--- src/rtl/rc4_pkg.sv ---
// Shared types and constants of the RC4 stream cipher.
package rc4_pkg;

   localparam int BYTE_W     = 8;
   localparam int COUNT_W    = 9;
   localparam int PERM_DEPTH = 256;
   localparam int PERM_AW    = 8;

   localparam logic [PERM_AW-1:0] PERM_LAST = PERM_AW'(PERM_DEPTH - 1);

   localparam logic CMD_KEY  = 1'b0;
   localparam logic CMD_DATA = 1'b1;

   localparam logic STATUS_CIPHERED = 1'b0;
   localparam logic STATUS_NOT_KEYED = 1'b1;

   localparam logic [COUNT_W-1:0] KEY_LENGTH_RESET = COUNT_W'(16);

   typedef enum logic [3:0] {
      ST_IDLE,
      ST_PASS,
      ST_INIT,
      ST_KS_RD,
      ST_KS_J,
      ST_KS_WI,
      ST_KS_WJ,
      ST_GEN_J,
      ST_GEN_WI,
      ST_GEN_WJ
   } state_type;

   typedef struct packed {
      logic [BYTE_W-1:0] out_byte;
      logic              status;
   } result_type;

endpackage

--- src/rtl/rc4_ifs.sv ---
// Handshake channel interfaces of the RC4 stream cipher.
interface rc4_req_if;
   logic                       valid;
   logic                       ready;
   logic                       command;
   logic [rc4_pkg::BYTE_W-1:0] value_byte;
   modport source (output valid, command, value_byte, input ready);
   modport sink (input valid, command, value_byte, output ready);
endinterface

interface rc4_rsp_if;
   logic                       valid;
   logic                       ready;
   logic [rc4_pkg::BYTE_W-1:0] out_byte;
   logic                       status;
   modport source (output valid, out_byte, status, input ready);
   modport sink (input valid, out_byte, status, output ready);
endinterface

interface rc4_csr_if;
   logic                        valid;
   logic                        ready;
   logic [rc4_pkg::COUNT_W-1:0] key_length;
   modport source (output valid, key_length, input ready);
   modport sink (input valid, key_length, output ready);
endinterface

--- src/rtl/rc4_stream_cipher.sv ---
// Top level of the RC4 stream cipher: key-length register, engine and output register.
// A data beat after keying passes through ST_GEN_J, ST_GEN_WI and ST_GEN_WJ before its
// result enters the output register, and no new beat is taken until then, because of the
// read-swap-read sequence on the single permutation memory. A data beat before keying
// passes through ST_PASS to the output register, and no new beat is taken until then either.
// A key beat is taken in ST_IDLE; the last beat of a key adds the fill in ST_INIT and the schedule in the ST_KS states.
// Reset clears the key count, indices and keyed state and sets the key length to 16.
module rc4_stream_cipher #(
   parameter int KEY_STORE_DEPTH = 256
) (
   input  logic       clock,
   input  logic       reset,
   rc4_req_if.sink    req_if,
   rc4_rsp_if.source  rsp_if,
   rc4_csr_if.sink    csr_if
);

   logic [rc4_pkg::COUNT_W-1:0] key_length_ff;
   logic                        rsp_valid_ff;
   rc4_pkg::result_type         rsp_data_ff;

   logic                res_valid;
   logic                res_ready;
   rc4_pkg::result_type res;
   logic                keyed;

   rc4_engine #(.KEY_STORE_DEPTH(KEY_STORE_DEPTH)) u_engine (
      .clock          (clock),
      .reset          (reset),
      .req_valid      (req_if.valid),
      .req_ready      (req_if.ready),
      .req_command    (req_if.command),
      .req_value_byte (req_if.value_byte),
      .key_length     (key_length_ff),
      .res_valid      (res_valid),
      .res_ready      (res_ready),
      .res            (res),
      .keyed          (keyed)
   );

   assign csr_if.ready = 1'b1;

   always_ff @(posedge clock) begin
      if (reset) begin
         key_length_ff <= rc4_pkg::KEY_LENGTH_RESET;
      end else if (csr_if.valid) begin
         key_length_ff <= csr_if.key_length;
      end
   end

   // The output register frees itself in the same cycle that its beat is taken.
   assign res_ready = !rsp_valid_ff || rsp_if.ready;

   always_ff @(posedge clock) begin
      if (reset) begin
         rsp_valid_ff <= 1'b0;
      end else if (res_ready) begin
         rsp_valid_ff <= res_valid;
      end
   end

   always_ff @(posedge clock) begin
      if (res_ready && res_valid) begin
         rsp_data_ff <= res;
      end
   end

   assign rsp_if.valid    = rsp_valid_ff;
   assign rsp_if.out_byte = rsp_data_ff.out_byte;
   assign rsp_if.status   = rsp_data_ff.status;

   a_no_accept_while_result: assert property (@(posedge clock) disable iff (reset)
      res_valid |-> !req_if.ready)
      else $error("input beat accepted while a result is pending in the engine");

   a_result_loads_output: assert property (@(posedge clock) disable iff (reset)
      res_valid && res_ready |=> rsp_valid_ff && (rsp_data_ff == $past(res)))
      else $error("engine result not captured by the output register");

   a_unkeyed_passes: assert property (@(posedge clock) disable iff (reset)
      req_if.valid && req_if.ready && (req_if.command == rc4_pkg::CMD_DATA) && !keyed
      |=> res_valid && (res.status == rc4_pkg::STATUS_NOT_KEYED)
          && (res.out_byte == $past(req_if.value_byte)))
      else $error("data beat before keying not returned unchanged");

   a_cipher_only_keyed: assert property (@(posedge clock) disable iff (reset)
      res_valid && (res.status == rc4_pkg::STATUS_CIPHERED) |-> keyed)
      else $error("ciphered result produced without a key");

endmodule

--- src/rtl/rc4_ram.sv ---
// Single-port-write, single-port-read byte memory with a registered read.
module rc4_ram #(
   parameter int DEPTH = 256,
   parameter int AW    = 8
) (
   input  logic                       clock,
   input  logic                       wr_en,
   input  logic [AW-1:0]              wr_addr,
   input  logic [rc4_pkg::BYTE_W-1:0] wr_data,
   input  logic                       rd_en,
   input  logic [AW-1:0]              rd_addr,
   output logic [rc4_pkg::BYTE_W-1:0] rd_data
);

   logic [rc4_pkg::BYTE_W-1:0] mem [DEPTH];
   logic [rc4_pkg::BYTE_W-1:0] rd_data_ff;

   always_ff @(posedge clock) begin
      if (wr_en) begin
         mem[wr_addr] <= wr_data;
      end
      if (rd_en) begin
         rd_data_ff <= mem[rd_addr];
      end
   end

   assign rd_data = rd_data_ff;

endmodule

--- src/rtl/rc4_engine.sv ---
// Sequencer and datapath: key collection, key schedule and keystream generation.
module rc4_engine #(
   parameter int KEY_STORE_DEPTH = 256
) (
   input  logic                         clock,
   input  logic                         reset,
   input  logic                         req_valid,
   output logic                         req_ready,
   input  logic                         req_command,
   input  logic [rc4_pkg::BYTE_W-1:0]   req_value_byte,
   input  logic [rc4_pkg::COUNT_W-1:0]  key_length,
   output logic                         res_valid,
   input  logic                         res_ready,
   output rc4_pkg::result_type          res,
   output logic                         keyed
);

   localparam int KIDX_W = (KEY_STORE_DEPTH > 1) ? $clog2(KEY_STORE_DEPTH) : 1;
   localparam logic [rc4_pkg::COUNT_W-1:0] DEPTH_C = rc4_pkg::COUNT_W'(KEY_STORE_DEPTH);
   localparam int BW = rc4_pkg::BYTE_W;
   localparam int CW = rc4_pkg::COUNT_W;
   localparam int AW = rc4_pkg::PERM_AW;

   rc4_pkg::state_type state_ff, state_in;

   logic [AW-1:0]     i_ff, i_in;
   logic [AW-1:0]     j_ff, j_in;
   logic [AW-1:0]     n_ff, n_in;
   logic [KIDX_W-1:0] k_ff, k_in;
   logic [CW-1:0]     count_ff, count_in;
   logic              keyed_ff, keyed_in;
   logic [CW-1:0]     len_ff, len_in;
   logic [BW-1:0]     si_ff, si_in;
   logic [BW-1:0]     sj_ff, sj_in;
   logic [AW-1:0]     t_ff, t_in;
   logic [BW-1:0]     byte_ff, byte_in;

   logic              p_we, p_re;
   logic [AW-1:0]     p_waddr, p_raddr;
   logic [BW-1:0]     p_wdata, p_rdata;
   logic              k_we, k_re;
   logic [KIDX_W-1:0] k_waddr, k_raddr;
   logic [BW-1:0]     k_rdata;

   logic          accept;
   logic [CW-1:0] eff_len;
   logic [CW-1:0] cnt_base;
   logic [CW-1:0] cnt_next;
   logic          key_done;
   logic [CW-1:0] k_next;
   logic [AW-1:0] j_sum;
   logic [BW-1:0] keystream;

   rc4_ram #(.DEPTH(rc4_pkg::PERM_DEPTH), .AW(AW)) u_perm (
      .clock   (clock),
      .wr_en   (p_we),
      .wr_addr (p_waddr),
      .wr_data (p_wdata),
      .rd_en   (p_re),
      .rd_addr (p_raddr),
      .rd_data (p_rdata)
   );

   rc4_ram #(.DEPTH(KEY_STORE_DEPTH), .AW(KIDX_W)) u_key (
      .clock   (clock),
      .wr_en   (k_we),
      .wr_addr (k_waddr),
      .wr_data (byte_in),
      .rd_en   (k_re),
      .rd_addr (k_raddr),
      .rd_data (k_rdata)
   );

   assign req_ready = (state_ff == rc4_pkg::ST_IDLE);
   assign accept    = req_valid && req_ready;
   assign keyed     = keyed_ff;

   always_comb begin
      if (key_length == '0) begin
         eff_len = CW'(1);
      end else if (key_length > DEPTH_C) begin
         eff_len = DEPTH_C;
      end else begin
         eff_len = key_length;
      end
   end

   // A key beat arriving after keying restarts the key at position zero.
   assign cnt_base = keyed_ff ? '0 : count_ff;
   assign cnt_next = cnt_base + CW'(1);
   assign key_done = (cnt_next >= eff_len);
   assign k_next   = {{(CW-KIDX_W){1'b0}}, k_ff} + CW'(1);

   // Swapped entries may still be in flight when S[t] is read, so t is compared
   // against both swap positions.
   always_comb begin
      if (t_ff == j_ff) begin
         keystream = si_ff;
      end else if (t_ff == i_ff) begin
         keystream = sj_ff;
      end else begin
         keystream = p_rdata;
      end
   end

   always_comb begin
      state_in = state_ff;
      unique case (state_ff)
         rc4_pkg::ST_IDLE: begin
            if (accept) begin
               if (req_command == rc4_pkg::CMD_KEY) begin
                  state_in = key_done ? rc4_pkg::ST_INIT : rc4_pkg::ST_IDLE;
               end else begin
                  state_in = keyed_ff ? rc4_pkg::ST_GEN_J : rc4_pkg::ST_PASS;
               end
            end
         end
         rc4_pkg::ST_PASS: begin
            if (res_ready) begin
               state_in = rc4_pkg::ST_IDLE;
            end
         end
         rc4_pkg::ST_INIT: begin
            if (n_ff == rc4_pkg::PERM_LAST) begin
               state_in = rc4_pkg::ST_KS_RD;
            end
         end
         rc4_pkg::ST_KS_RD:  state_in = rc4_pkg::ST_KS_J;
         rc4_pkg::ST_KS_J:   state_in = rc4_pkg::ST_KS_WI;
         rc4_pkg::ST_KS_WI:  state_in = rc4_pkg::ST_KS_WJ;
         rc4_pkg::ST_KS_WJ: begin
            state_in = (n_ff == rc4_pkg::PERM_LAST) ? rc4_pkg::ST_IDLE : rc4_pkg::ST_KS_RD;
         end
         rc4_pkg::ST_GEN_J:  state_in = rc4_pkg::ST_GEN_WI;
         rc4_pkg::ST_GEN_WI: state_in = rc4_pkg::ST_GEN_WJ;
         rc4_pkg::ST_GEN_WJ: begin
            if (res_ready) begin
               state_in = rc4_pkg::ST_IDLE;
            end
         end
         default: state_in = rc4_pkg::ST_IDLE;
      endcase
   end

   always_comb begin
      i_in      = i_ff;
      j_in      = j_ff;
      n_in      = n_ff;
      k_in      = k_ff;
      count_in  = count_ff;
      keyed_in  = keyed_ff;
      len_in    = len_ff;
      si_in     = si_ff;
      sj_in     = sj_ff;
      t_in      = t_ff;
      byte_in   = byte_ff;
      p_we      = 1'b0;
      p_waddr   = n_ff;
      p_wdata   = n_ff;
      p_re      = 1'b0;
      p_raddr   = n_ff;
      k_we      = 1'b0;
      k_waddr   = cnt_base[KIDX_W-1:0];
      k_re      = 1'b0;
      k_raddr   = k_ff;
      j_sum     = j_ff + p_rdata;
      res_valid = 1'b0;
      res       = '{out_byte: byte_ff, status: rc4_pkg::STATUS_NOT_KEYED};
      unique case (state_ff)
         rc4_pkg::ST_IDLE: begin
            if (accept) begin
               byte_in = req_value_byte;
               if (req_command == rc4_pkg::CMD_KEY) begin
                  k_we     = (cnt_base < DEPTH_C);
                  keyed_in = 1'b0;
                  if (key_done) begin
                     count_in = '0;
                     len_in   = eff_len;
                     n_in     = '0;
                  end else begin
                     count_in = cnt_next;
                  end
               end else if (keyed_ff) begin
                  i_in    = i_ff + AW'(1);
                  p_re    = 1'b1;
                  p_raddr = i_ff + AW'(1);
               end
            end
         end
         rc4_pkg::ST_PASS: begin
            res_valid = 1'b1;
         end
         rc4_pkg::ST_INIT: begin
            p_we = 1'b1;
            n_in = n_ff + AW'(1);
            j_in = '0;
            k_in = '0;
         end
         rc4_pkg::ST_KS_RD: begin
            p_re = 1'b1;
            k_re = 1'b1;
         end
         rc4_pkg::ST_KS_J: begin
            j_sum   = j_ff + p_rdata + k_rdata;
            j_in    = j_sum;
            si_in   = p_rdata;
            p_re    = 1'b1;
            p_raddr = j_sum;
         end
         rc4_pkg::ST_KS_WI: begin
            p_we    = 1'b1;
            p_wdata = p_rdata;
         end
         rc4_pkg::ST_KS_WJ: begin
            p_we    = 1'b1;
            p_waddr = j_ff;
            p_wdata = si_ff;
            n_in    = n_ff + AW'(1);
            k_in    = (k_next >= len_ff) ? '0 : k_next[KIDX_W-1:0];
            if (n_ff == rc4_pkg::PERM_LAST) begin
               keyed_in = 1'b1;
               i_in     = '0;
               j_in     = '0;
            end
         end
         rc4_pkg::ST_GEN_J: begin
            j_in    = j_sum;
            si_in   = p_rdata;
            p_re    = 1'b1;
            p_raddr = j_sum;
         end
         rc4_pkg::ST_GEN_WI: begin
            p_we    = 1'b1;
            p_waddr = i_ff;
            p_wdata = p_rdata;
            sj_in   = p_rdata;
            t_in    = si_ff + p_rdata;
            p_re    = 1'b1;
            p_raddr = si_ff + p_rdata;
         end
         rc4_pkg::ST_GEN_WJ: begin
            p_we      = 1'b1;
            p_waddr   = j_ff;
            p_wdata   = si_ff;
            res_valid = 1'b1;
            res       = '{out_byte: byte_ff ^ keystream, status: rc4_pkg::STATUS_CIPHERED};
         end
         default: begin
         end
      endcase
   end

   always_ff @(posedge clock) begin
      if (reset) begin
         state_ff <= rc4_pkg::ST_IDLE;
         i_ff     <= '0;
         j_ff     <= '0;
         count_ff <= '0;
         keyed_ff <= 1'b0;
      end else begin
         state_ff <= state_in;
         i_ff     <= i_in;
         j_ff     <= j_in;
         count_ff <= count_in;
         keyed_ff <= keyed_in;
      end
   end

   always_ff @(posedge clock) begin
      n_ff    <= n_in;
      k_ff    <= k_in;
      len_ff  <= len_in;
      si_ff   <= si_in;
      sj_ff   <= sj_in;
      t_ff    <= t_in;
      byte_ff <= byte_in;
   end

endmodule
--- src/flat_wrapper.sv ---
// flat-port wrapper written by rule: the top's interface ports become plain ports
module rc4_stream_cipher_flat 
#(
   parameter int KEY_STORE_DEPTH = 256
)
  (clock, reset, req_if_valid, req_if_command, req_if_value_byte, req_if_ready, rsp_if_valid, rsp_if_out_byte, rsp_if_status, rsp_if_ready, csr_if_valid, csr_if_key_length, csr_if_ready);
  rc4_req_if req_if_i ();
  rc4_rsp_if rsp_if_i ();
  rc4_csr_if csr_if_i ();
  input  logic clock;
  input  logic reset;
  input wire logic [$bits(req_if_i.valid)-1:0] req_if_valid;
  input wire logic [$bits(req_if_i.command)-1:0] req_if_command;
  input wire logic [$bits(req_if_i.value_byte)-1:0] req_if_value_byte;
  output wire logic [$bits(req_if_i.ready)-1:0] req_if_ready;
  output wire logic [$bits(rsp_if_i.valid)-1:0] rsp_if_valid;
  output wire logic [$bits(rsp_if_i.out_byte)-1:0] rsp_if_out_byte;
  output wire logic [$bits(rsp_if_i.status)-1:0] rsp_if_status;
  input wire logic [$bits(rsp_if_i.ready)-1:0] rsp_if_ready;
  input wire logic [$bits(csr_if_i.valid)-1:0] csr_if_valid;
  input wire logic [$bits(csr_if_i.key_length)-1:0] csr_if_key_length;
  output wire logic [$bits(csr_if_i.ready)-1:0] csr_if_ready;
  assign req_if_i.valid = req_if_valid;
  assign req_if_i.command = req_if_command;
  assign req_if_i.value_byte = req_if_value_byte;
  assign req_if_ready = req_if_i.ready;
  assign rsp_if_valid = rsp_if_i.valid;
  assign rsp_if_out_byte = rsp_if_i.out_byte;
  assign rsp_if_status = rsp_if_i.status;
  assign rsp_if_i.ready = rsp_if_ready;
  assign csr_if_i.valid = csr_if_valid;
  assign csr_if_i.key_length = csr_if_key_length;
  assign csr_if_ready = csr_if_i.ready;
  rc4_stream_cipher #(.KEY_STORE_DEPTH(KEY_STORE_DEPTH)) u_core (.clock(clock), .reset(reset), .req_if(req_if_i), .rsp_if(rsp_if_i), .csr_if(csr_if_i));
endmodule
--- config.mk ---
export PLATFORM = sky130hd
export DESIGN_NAME = rc4_stream_cipher_flat
export DESIGN_NICKNAME = d
export VERILOG_FILES = /design/src/rtl/rc4_pkg.sv /design/src/rtl/rc4_ifs.sv /design/src/rtl/rc4_stream_cipher.sv /design/src/rtl/rc4_ram.sv /design/src/rtl/rc4_engine.sv /design/src/flat_wrapper.sv
export SDC_FILE = /design/constraint.sdc
export NUM_CORES = 2
export LEC_CHECK = 0
export BUFFER_PORTS_ARGS = -buffer_cell sky130_fd_sc_hd__buf_2
export CAP_MARGIN = 20
export CORE_MARGIN = 2
export CORE_UTILIZATION = 50
export DETAILED_ROUTE_END_ITERATION = 6
export GPL_TIMING_DRIVEN = 0
export PLACE_DENSITY = 0.65
export REMOVE_ABC_BUFFERS = 1
export SLEW_MARGIN = 30
export SYNTH_ARGS = -nofsm -noshare
export SYNTH_HDL_FRONTEND = slang
export SYNTH_HIERARCHICAL = 1
export SYNTH_SLANG_ARGS = --single-unit
--- constraint.sdc ---
create_clock -name clock -period 6.8 [get_ports clock]
set_input_delay 1.02 -clock clock [delete_from_list [all_inputs] [get_ports clock]]
set_output_delay 1.02 -clock clock [all_outputs]
set_load 0.02 [all_outputs]
## Word-level counts from Yosys, hierarchy flattened

Memory sizes are Yosys's and may differ from the RTL's. A register that Yosys moved wholly into a read port is not among the register bits.
Index checks and enable logic that the tools add are counted.

- Register bits after elaboration: 106
- Memories kept: 2
- RAM bits: 4096
- Logic and storage cells: 128

Memory list:

| memory | depth | bits a word | read ports | clocked after memory_dff | write ports | line | source |
|---|---|---|---|---|---|---|---|
| u_core.u_engine.u_key.mem | 256 | 8 | 1 | 1 | 1 | rc4_ram.sv:15 | `logic [rc4_pkg::BYTE_W-1:0] mem [DEPTH];` |
| u_core.u_engine.u_perm.mem | 256 | 8 | 1 | 1 | 1 | rc4_ram.sv:15 |  |

- Mux-type cells: 53
- Magnitude comparators: 4
- Equality and inequality tests: 20
- Bitwise operators: 2
- Add/subtract/negate cells: 7
- Reduce and logical (&&, ||, !) cells: 24

Operator list:

| operator | count |
|---|---|
| two-way mux 8 bit | 15 |
| one-hot mux 8 bit (2 select lines) | 5 |
| one-hot mux 8 bit (4 select lines) | 2 |
| two-way mux 9 bit | 5 |
| one-hot mux 4 bit (9 select lines) | 1 |
| adder 8 bit | 3 |
| >= comparator 9 bit | 2 |
| adder 8 x 1 -> 8 bit (second input constant) | 2 |
| equality test 4 x 3 -> 1 bit (second input constant) | 4 |
| equality test 8 bit | 2 |
| two-way mux 1 bit | 16 |
| two-way mux 4 bit | 3 |
| AND reduction 4 bit | 3 |
| OR reduction 2 bit | 5 |
| adder 8 x 1 -> 9 bit (second input constant) | 1 |
| adder 9 x 1 -> 9 bit (second input constant) | 1 |
| > comparator 9 bit (second input constant) | 1 |
| zero test 9 bit | 1 |
| less-than comparator 9 bit (second input constant) | 1 |
| equality test 4 x 2 -> 1 bit (second input constant) | 2 |
| equality test 4 bit (second input constant) | 2 |
| equality test 8 bit (second input constant) | 1 |
| != test 2 x 1 -> 1 bit (second input constant) | 4 |
| != test 2 bit (second input constant) | 4 |
| other kinds (17) | 24 |

## Depth between registers and ports, before layout

- Depth in word-level cells: 8
- Mapped depth: 26

## Hierarchy

The synthesis kept the hierarchy.

Modules (own cells, without submodules):

| module | instances | cells an instance | area an instance (µm²) |
|---|---|---|---|
| rc4_ram | 2 | 3733 | 79636.4 |
| rc4_engine | 1 | 653 | 6044.5 |
| rc4_stream_cipher | 1 | 45 | 646.9 |

## Worst setup path after synthesis

No wires, ideal clock.

- Path kind: register to register
- From: register u_core.u_engine.state_ff[0]
- To: memory u_core/u_engine/u_perm/mem[0][7] (netlist bit), data pin
- Period minus slack after synthesis: 4.937 ns
- Stages on the path, launching flop included: 8
- Slack: 1.863 ns
- Library setup time: 0.770 ns
- Data required time: 6.030 ns
- Arrival time: 4.166 ns
- Path through: dfxtp_1 clkbuf_8 nor3b_1 nand2_1 nand2_1 clkbuf_1 a222oi_1 inv_1

- Longest elaborated chain between the ends: 3
- Elaborated cells on any way between the ends: 7
- Classes of those cells: 4 x eq/ne; 1 x mux; 2 x reduce/logical

Ends and longest elaborated chain:

| element | line | source |
|---|---|---|
| start: declaration | rc4_engine.sv:24 | `rc4_pkg::state_type state_ff, state_in;` |
| start signal: assignment | rc4_engine.sv:255 | `state_ff <= rc4_pkg::ST_IDLE;` |
| start signal: assignment | rc4_engine.sv:261 | `state_ff <= state_in;` |
| equality test 4 x 3 -> 1 bit / equality test 4 bit (equally long branches) | rc4_engine.sv:169 | `unique case (state_ff)` |
| OR reduction 2 bit (no line) | - |  |
| one-hot mux 8 bit (2 select lines) (*) | rc4_engine.sv:169 |  |
| net u_core.u_engine.p_wdata[7] | rc4_engine.sv:40 | `logic [BW-1:0] p_wdata, p_rdata;` |
| end: declaration | rc4_ram.sv:15 |  |

The timed path passes the listed nets; every way through them passes the cells marked *.

## Worst setup path in the final report

- From: register u_core.u_engine.state_ff[0]
- To: memory u_core/u_engine/u_perm/mem[93][5] (netlist bit) (enable)

- Elaborated cells on any way between the ends: 11
- Classes of those cells: 5 x eq/ne; 4 x mux; 2 x reduce/logical

RTL lines:

| element | line | source |
|---|---|---|
| equality test 4 x 3 -> 1 bit / equality test 4 bit (equally long branches) | rc4_engine.sv:169 |  |
| OR reduction 2 bit (no line) | - |  |
| one-hot mux 8 bit (2 select lines) (*) | rc4_engine.sv:169 |  |
| net u_core.u_engine.p_waddr[1] | rc4_engine.sv:39 | `logic [AW-1:0] p_waddr, p_raddr;` |

Marked as above.

==> flow_metrics.py <==
metrics = {
    "status": {
        "outcome": "finished, violations left",
        "violations": "design-rule violations",
    },
    "hold_path": {
        "hold_class": "input port to flip-flop",
        "hold-path-endpoint": "u_core/key_length_ff[4]$_SDFFE_PP1P_",
        "worstHoldStart": "csr_if_key_length[4]",
        "hold_depth": 2,
    },
    "sta": {
        "setup-violations-final": 0,
        "hold_ws_ns": 0.304,
        "rsz0062_at_grt": "false",
        "slew_headroom_pct": 24.3,
        "fin_crit_sh_pct": 97.0,
        "clock.fmax_mhz": 152,
        "tightest_slew_ns": 1.14,
        "fin_skew_ns": 0.0596,
        "fin_crit_ns": 6.60,
        "maxSlewViolCount": 0,
        "finalHoldViolCount": 0,
    },
    "logic_synthesis": {
        "async_reset_ff_share_pct": 0,
        "synth_top_area_share_pct": 75.5,
        "syn-cell-area_um2": 166000,
        "synth.avg_cell_area_um2": 20.3,
        "synth_area_leaders": "edfxtp_1 75%, mux4_2 12%, mux2i_1 1.7%, nor2_1 1.4%, a22oi_1 1.3%",
        "seq_area_frac_synth_pct": 76.0,
        "synthFlopType": "edfxtp_1",
        "synth_edf_count": 4170,
        "synth_top_area_cell": "edfxtp_1",
        "netlist_instances": 8164,
        "synth.distinct_cells": 85,
        "synth_seq_cells": 4218,
        "yosysWarningCount": 6,
    },
    "clocking": {
        "clockBufferDepth": 4,
        "root_buffer": "clkbuf_16",
        "cts_buffers": 418,
        "cts_sinks": 4218,
        "post_cts_buffers": 0,
        "clkTransAtPathRegs_ns": 0.07,
        "h-tree-depth": 5,
        "clkLatencyLatePin_ns": 0.96,
        "cts_tree": "built",
        "holdBufCountCts": 0,
    },
    "worst_setup_path": {
        "r2r_start": "u_core/u_engine/state_ff[0]$_SDFFE_PP0P_",
        "path_cells": "nor3b_1 -> nand2_1 -> nand2_1 -> nor2_1 -> a221o_1 -> nor2b_1 -> nand4_1 -> buf_6 -> buf_8 -> nor2_1",
        "startpoint": "u_core/u_engine/state_ff[0]$_SDFFE_PP0P_",
        "crit_path_top_delay_cell": "nor2b_1",
        "crit_arrival_ns": 7.14,
        "cp-start-kind": "flip-flop",
        "critical_path.max_stage_delay_ns": 0.92,
        "crit_required_ns": 7.34,
        "end_kind": "flip-flop",
        "crit_type": "flip-flop to flip-flop",
        "path_buf_inv": 2,
        "reg2reg_depth": 10,
        "timing.rr.end": "u_core/u_engine/u_perm/mem[93][5]$_DFFE_PP_",
        "path_max_fanout": 19,
        "critical-path-top-delay-family": "simple AND/OR/NAND/NOR gates",
        "regToRegSetupSlack_ns": 0.20,
    },
    "power": {
        "power.total_mw": 54.3,
        "p_leak_nw": 59.0,
        "power_density_nw_per_um2": 288,
        "peakVddDrop_uv": 250,
    },
    "die": {
        "start_util_pct": 50.3,
        "ios": 35,
        "die_h_um": 580,
        "dieArea_um2": 337000,
        "num_rows": 211,
        "core_um2": 330000,
        "die_x_um": 580,
    },
    "routing": {
        "ant_nets": 0,
        "vias_per_cell": 6.38,
        "vias": 83900,
        "drt_iter0_drc": 10600,
        "wl_mm": 407,
        "wl_per_cell_um": 30.9,
        "drc": 1,
        "drt_first_pass_iters": 7,
    },
    "placed_design": {
        "hpwl_mm": 263,
        "io_buffers": 33,
        "gp_congestion": 0.869,
        "placed_cells": 12400,
    },
    "grt": {
        "grt.overflow.total": 0,
        "antenna_found_initial": 20,
        "grt_pass1_wl_mm": 588,
        "grt_pass1_vias": 83700,
        "grt_max_degree": 121,
        "grtUsageTotal_pct": 23.9,
    },
    "finish": {
        "final_common_cell": "edfxtp_1",
        "layout-drive-gt1-share_pct": 23.0,
        "fin_cells": 13200,
        "fill_cells": 23800,
        "nets": 8501,
        "area_growth_pct": 13.4,
        "layout_common_cells": "4170 x edfxtp_1, 908 x mux4_2, 611 x nor2_1, 422 x clkbuf_16, 287 x mux2i_1",
    },
    "flow_run": {
        "cap_violations": 0,
    },
}
==> timing repair <==
| action | 4_1_cts | 5_1_grt |
|---|---|---|
| gates resized for setup | 0 | 8 |
| hold endpoints to repair | 0 | 0 |
| setup endpoints to repair | 0 | 8 |
==> cell usage after synthesis, types with 43 or more instances <==
master / instances
buf_1: 44
dfxtp_1: 48
clkbuf_1: 238
a21oi_1: 227
nor2b_1: 81
nor4_1: 51
o22ai_1: 57
nor3_1: 50
mux4_2: 908
inv_1: 46
buf_6: 47
nand2_1: 124
edfxtp_1: 4170
nand3_1: 88
ha_1: 43
o21ai_0: 45
o221ai_1: 92
mux2i_1: 287
buf_4: 55
a22oi_1: 284
nor2_1: 635
buf_2: 63
==> through the flow <==
stage	setup TNS, ns	area (um^2)	setup slack [ns]	utilization, %
final	0	188000	0.202	57.0
after global routing	0	188000	0.00397	57.0
after CTS	0	188000	0.173	56.9
after detailed placement	0	174000	0.202	52.8
after global placement	-7475.90	169000	-30.51	51.0
after floorplan	-417.90	163000	-19.01	-
==> layout make-up <==
cell class                      instances  area (um^2)  share of cell area [%]
Clock inverter                        269         2680                    1.43
Clock buffer                          506        10900                    5.81
Tap cell                             4366         5460                    2.90
Sequential cell                      4218       126000                    67.1
Multi-Input combinational cell       3404        37400                    19.9
Timing Repair Buffer                  340         5260                    2.80
Antenna cell                            5         12.5                 0.00665
Inverter                               50          250                   0.133
==> worst max path at each step <==
stage / cells after the start / end
final: 10 / u_core/u_engine/u_perm/mem[93][5]$_DFFE_PP_
after global routing: 24 / u_core/u_engine/u_perm/rd_data[5]$_DFFE_PP_
after CTS: 24 / u_core/u_engine/u_perm/rd_data[2]$_DFFE_PP_
after detailed placement: 24 / u_core/u_engine/u_perm/rd_data[2]$_DFFE_PP_
after global placement: 12 / u_core/u_engine/u_perm/rd_data[1]$_DFFE_PP_
after floorplan: 12 / u_core/u_engine/u_perm/rd_data[1]$_DFFE_PP_
==> logic make-up (layout without fill, tap and decap cells) <==
kind of cell	count (synthesis)	after routing	share of synthesized area, %
DFF	4218	4218	76.0
AOI/OAI and AO/OA	920	921	3.90
and+or+nand+nor	1160	1160	3.20
xor gates and xnor gates	65	65	0.343
adders and majority gates	46	46	0.360
other	1	6	0.00226
buffers and inverters	543	1165	1.97
muxes	1211	1211	14.2
==> state kept, by name (all words and copies together) (netlist names), 4 cells and up <==
name	flops
u_core/key_length_ff	9
u_core/rsp_if.out_byte	8
u_core/u_engine/byte_ff	8
u_core/u_engine/count_ff	9
u_core/u_engine/i_ff	8
u_core/u_engine/j_ff	8
u_core/u_engine/k_ff	8
u_core/u_engine/len_ff	9
u_core/u_engine/n_ff	8
u_core/u_engine/si_ff	8
u_core/u_engine/sj_ff	8
u_core/u_engine/state_ff	4
u_core/u_engine/t_ff	8
u_core/u_engine/u_key/mem	2048
u_core/u_engine/u_key/rd_data	8
u_core/u_engine/u_perm/mem	2048
u_core/u_engine/u_perm/rd_data	8
==> routing by layer <==
metal  wire length (um)  global-route usage (%)  vias to the layer above
met5                259                   0.411                        -
met4              14100                    8.00                       10
met3              39100                    5.08                      678
met2             191000                    37.0                     4208
met1             163000                    34.0                    44500
li1                   -                       -                    34500
==> worst register-to-register path, delay by kind of cell (launching register included) <==
family	cells	cell delay (ns)
flops	1	0.76
buf+inv	2	0.54
simple gates	7	4.27
compound gates	1	0.63
==> power breakdown <==
group | total (mW) | leakage (nW) | switching [mW] | internal [mW]
Sequential | 28.9 | 37.9 | 0.0374 | 28.9
Clock | 22.9 | 6.64 | 9.74 | 13.2
Combinational | 2.45 | 14.4 | 1.66 | 0.794
Total | 54.3 | 59.0 | 11.4 | 42.8
No activity file was read; power rests on OpenSTA's default activity.
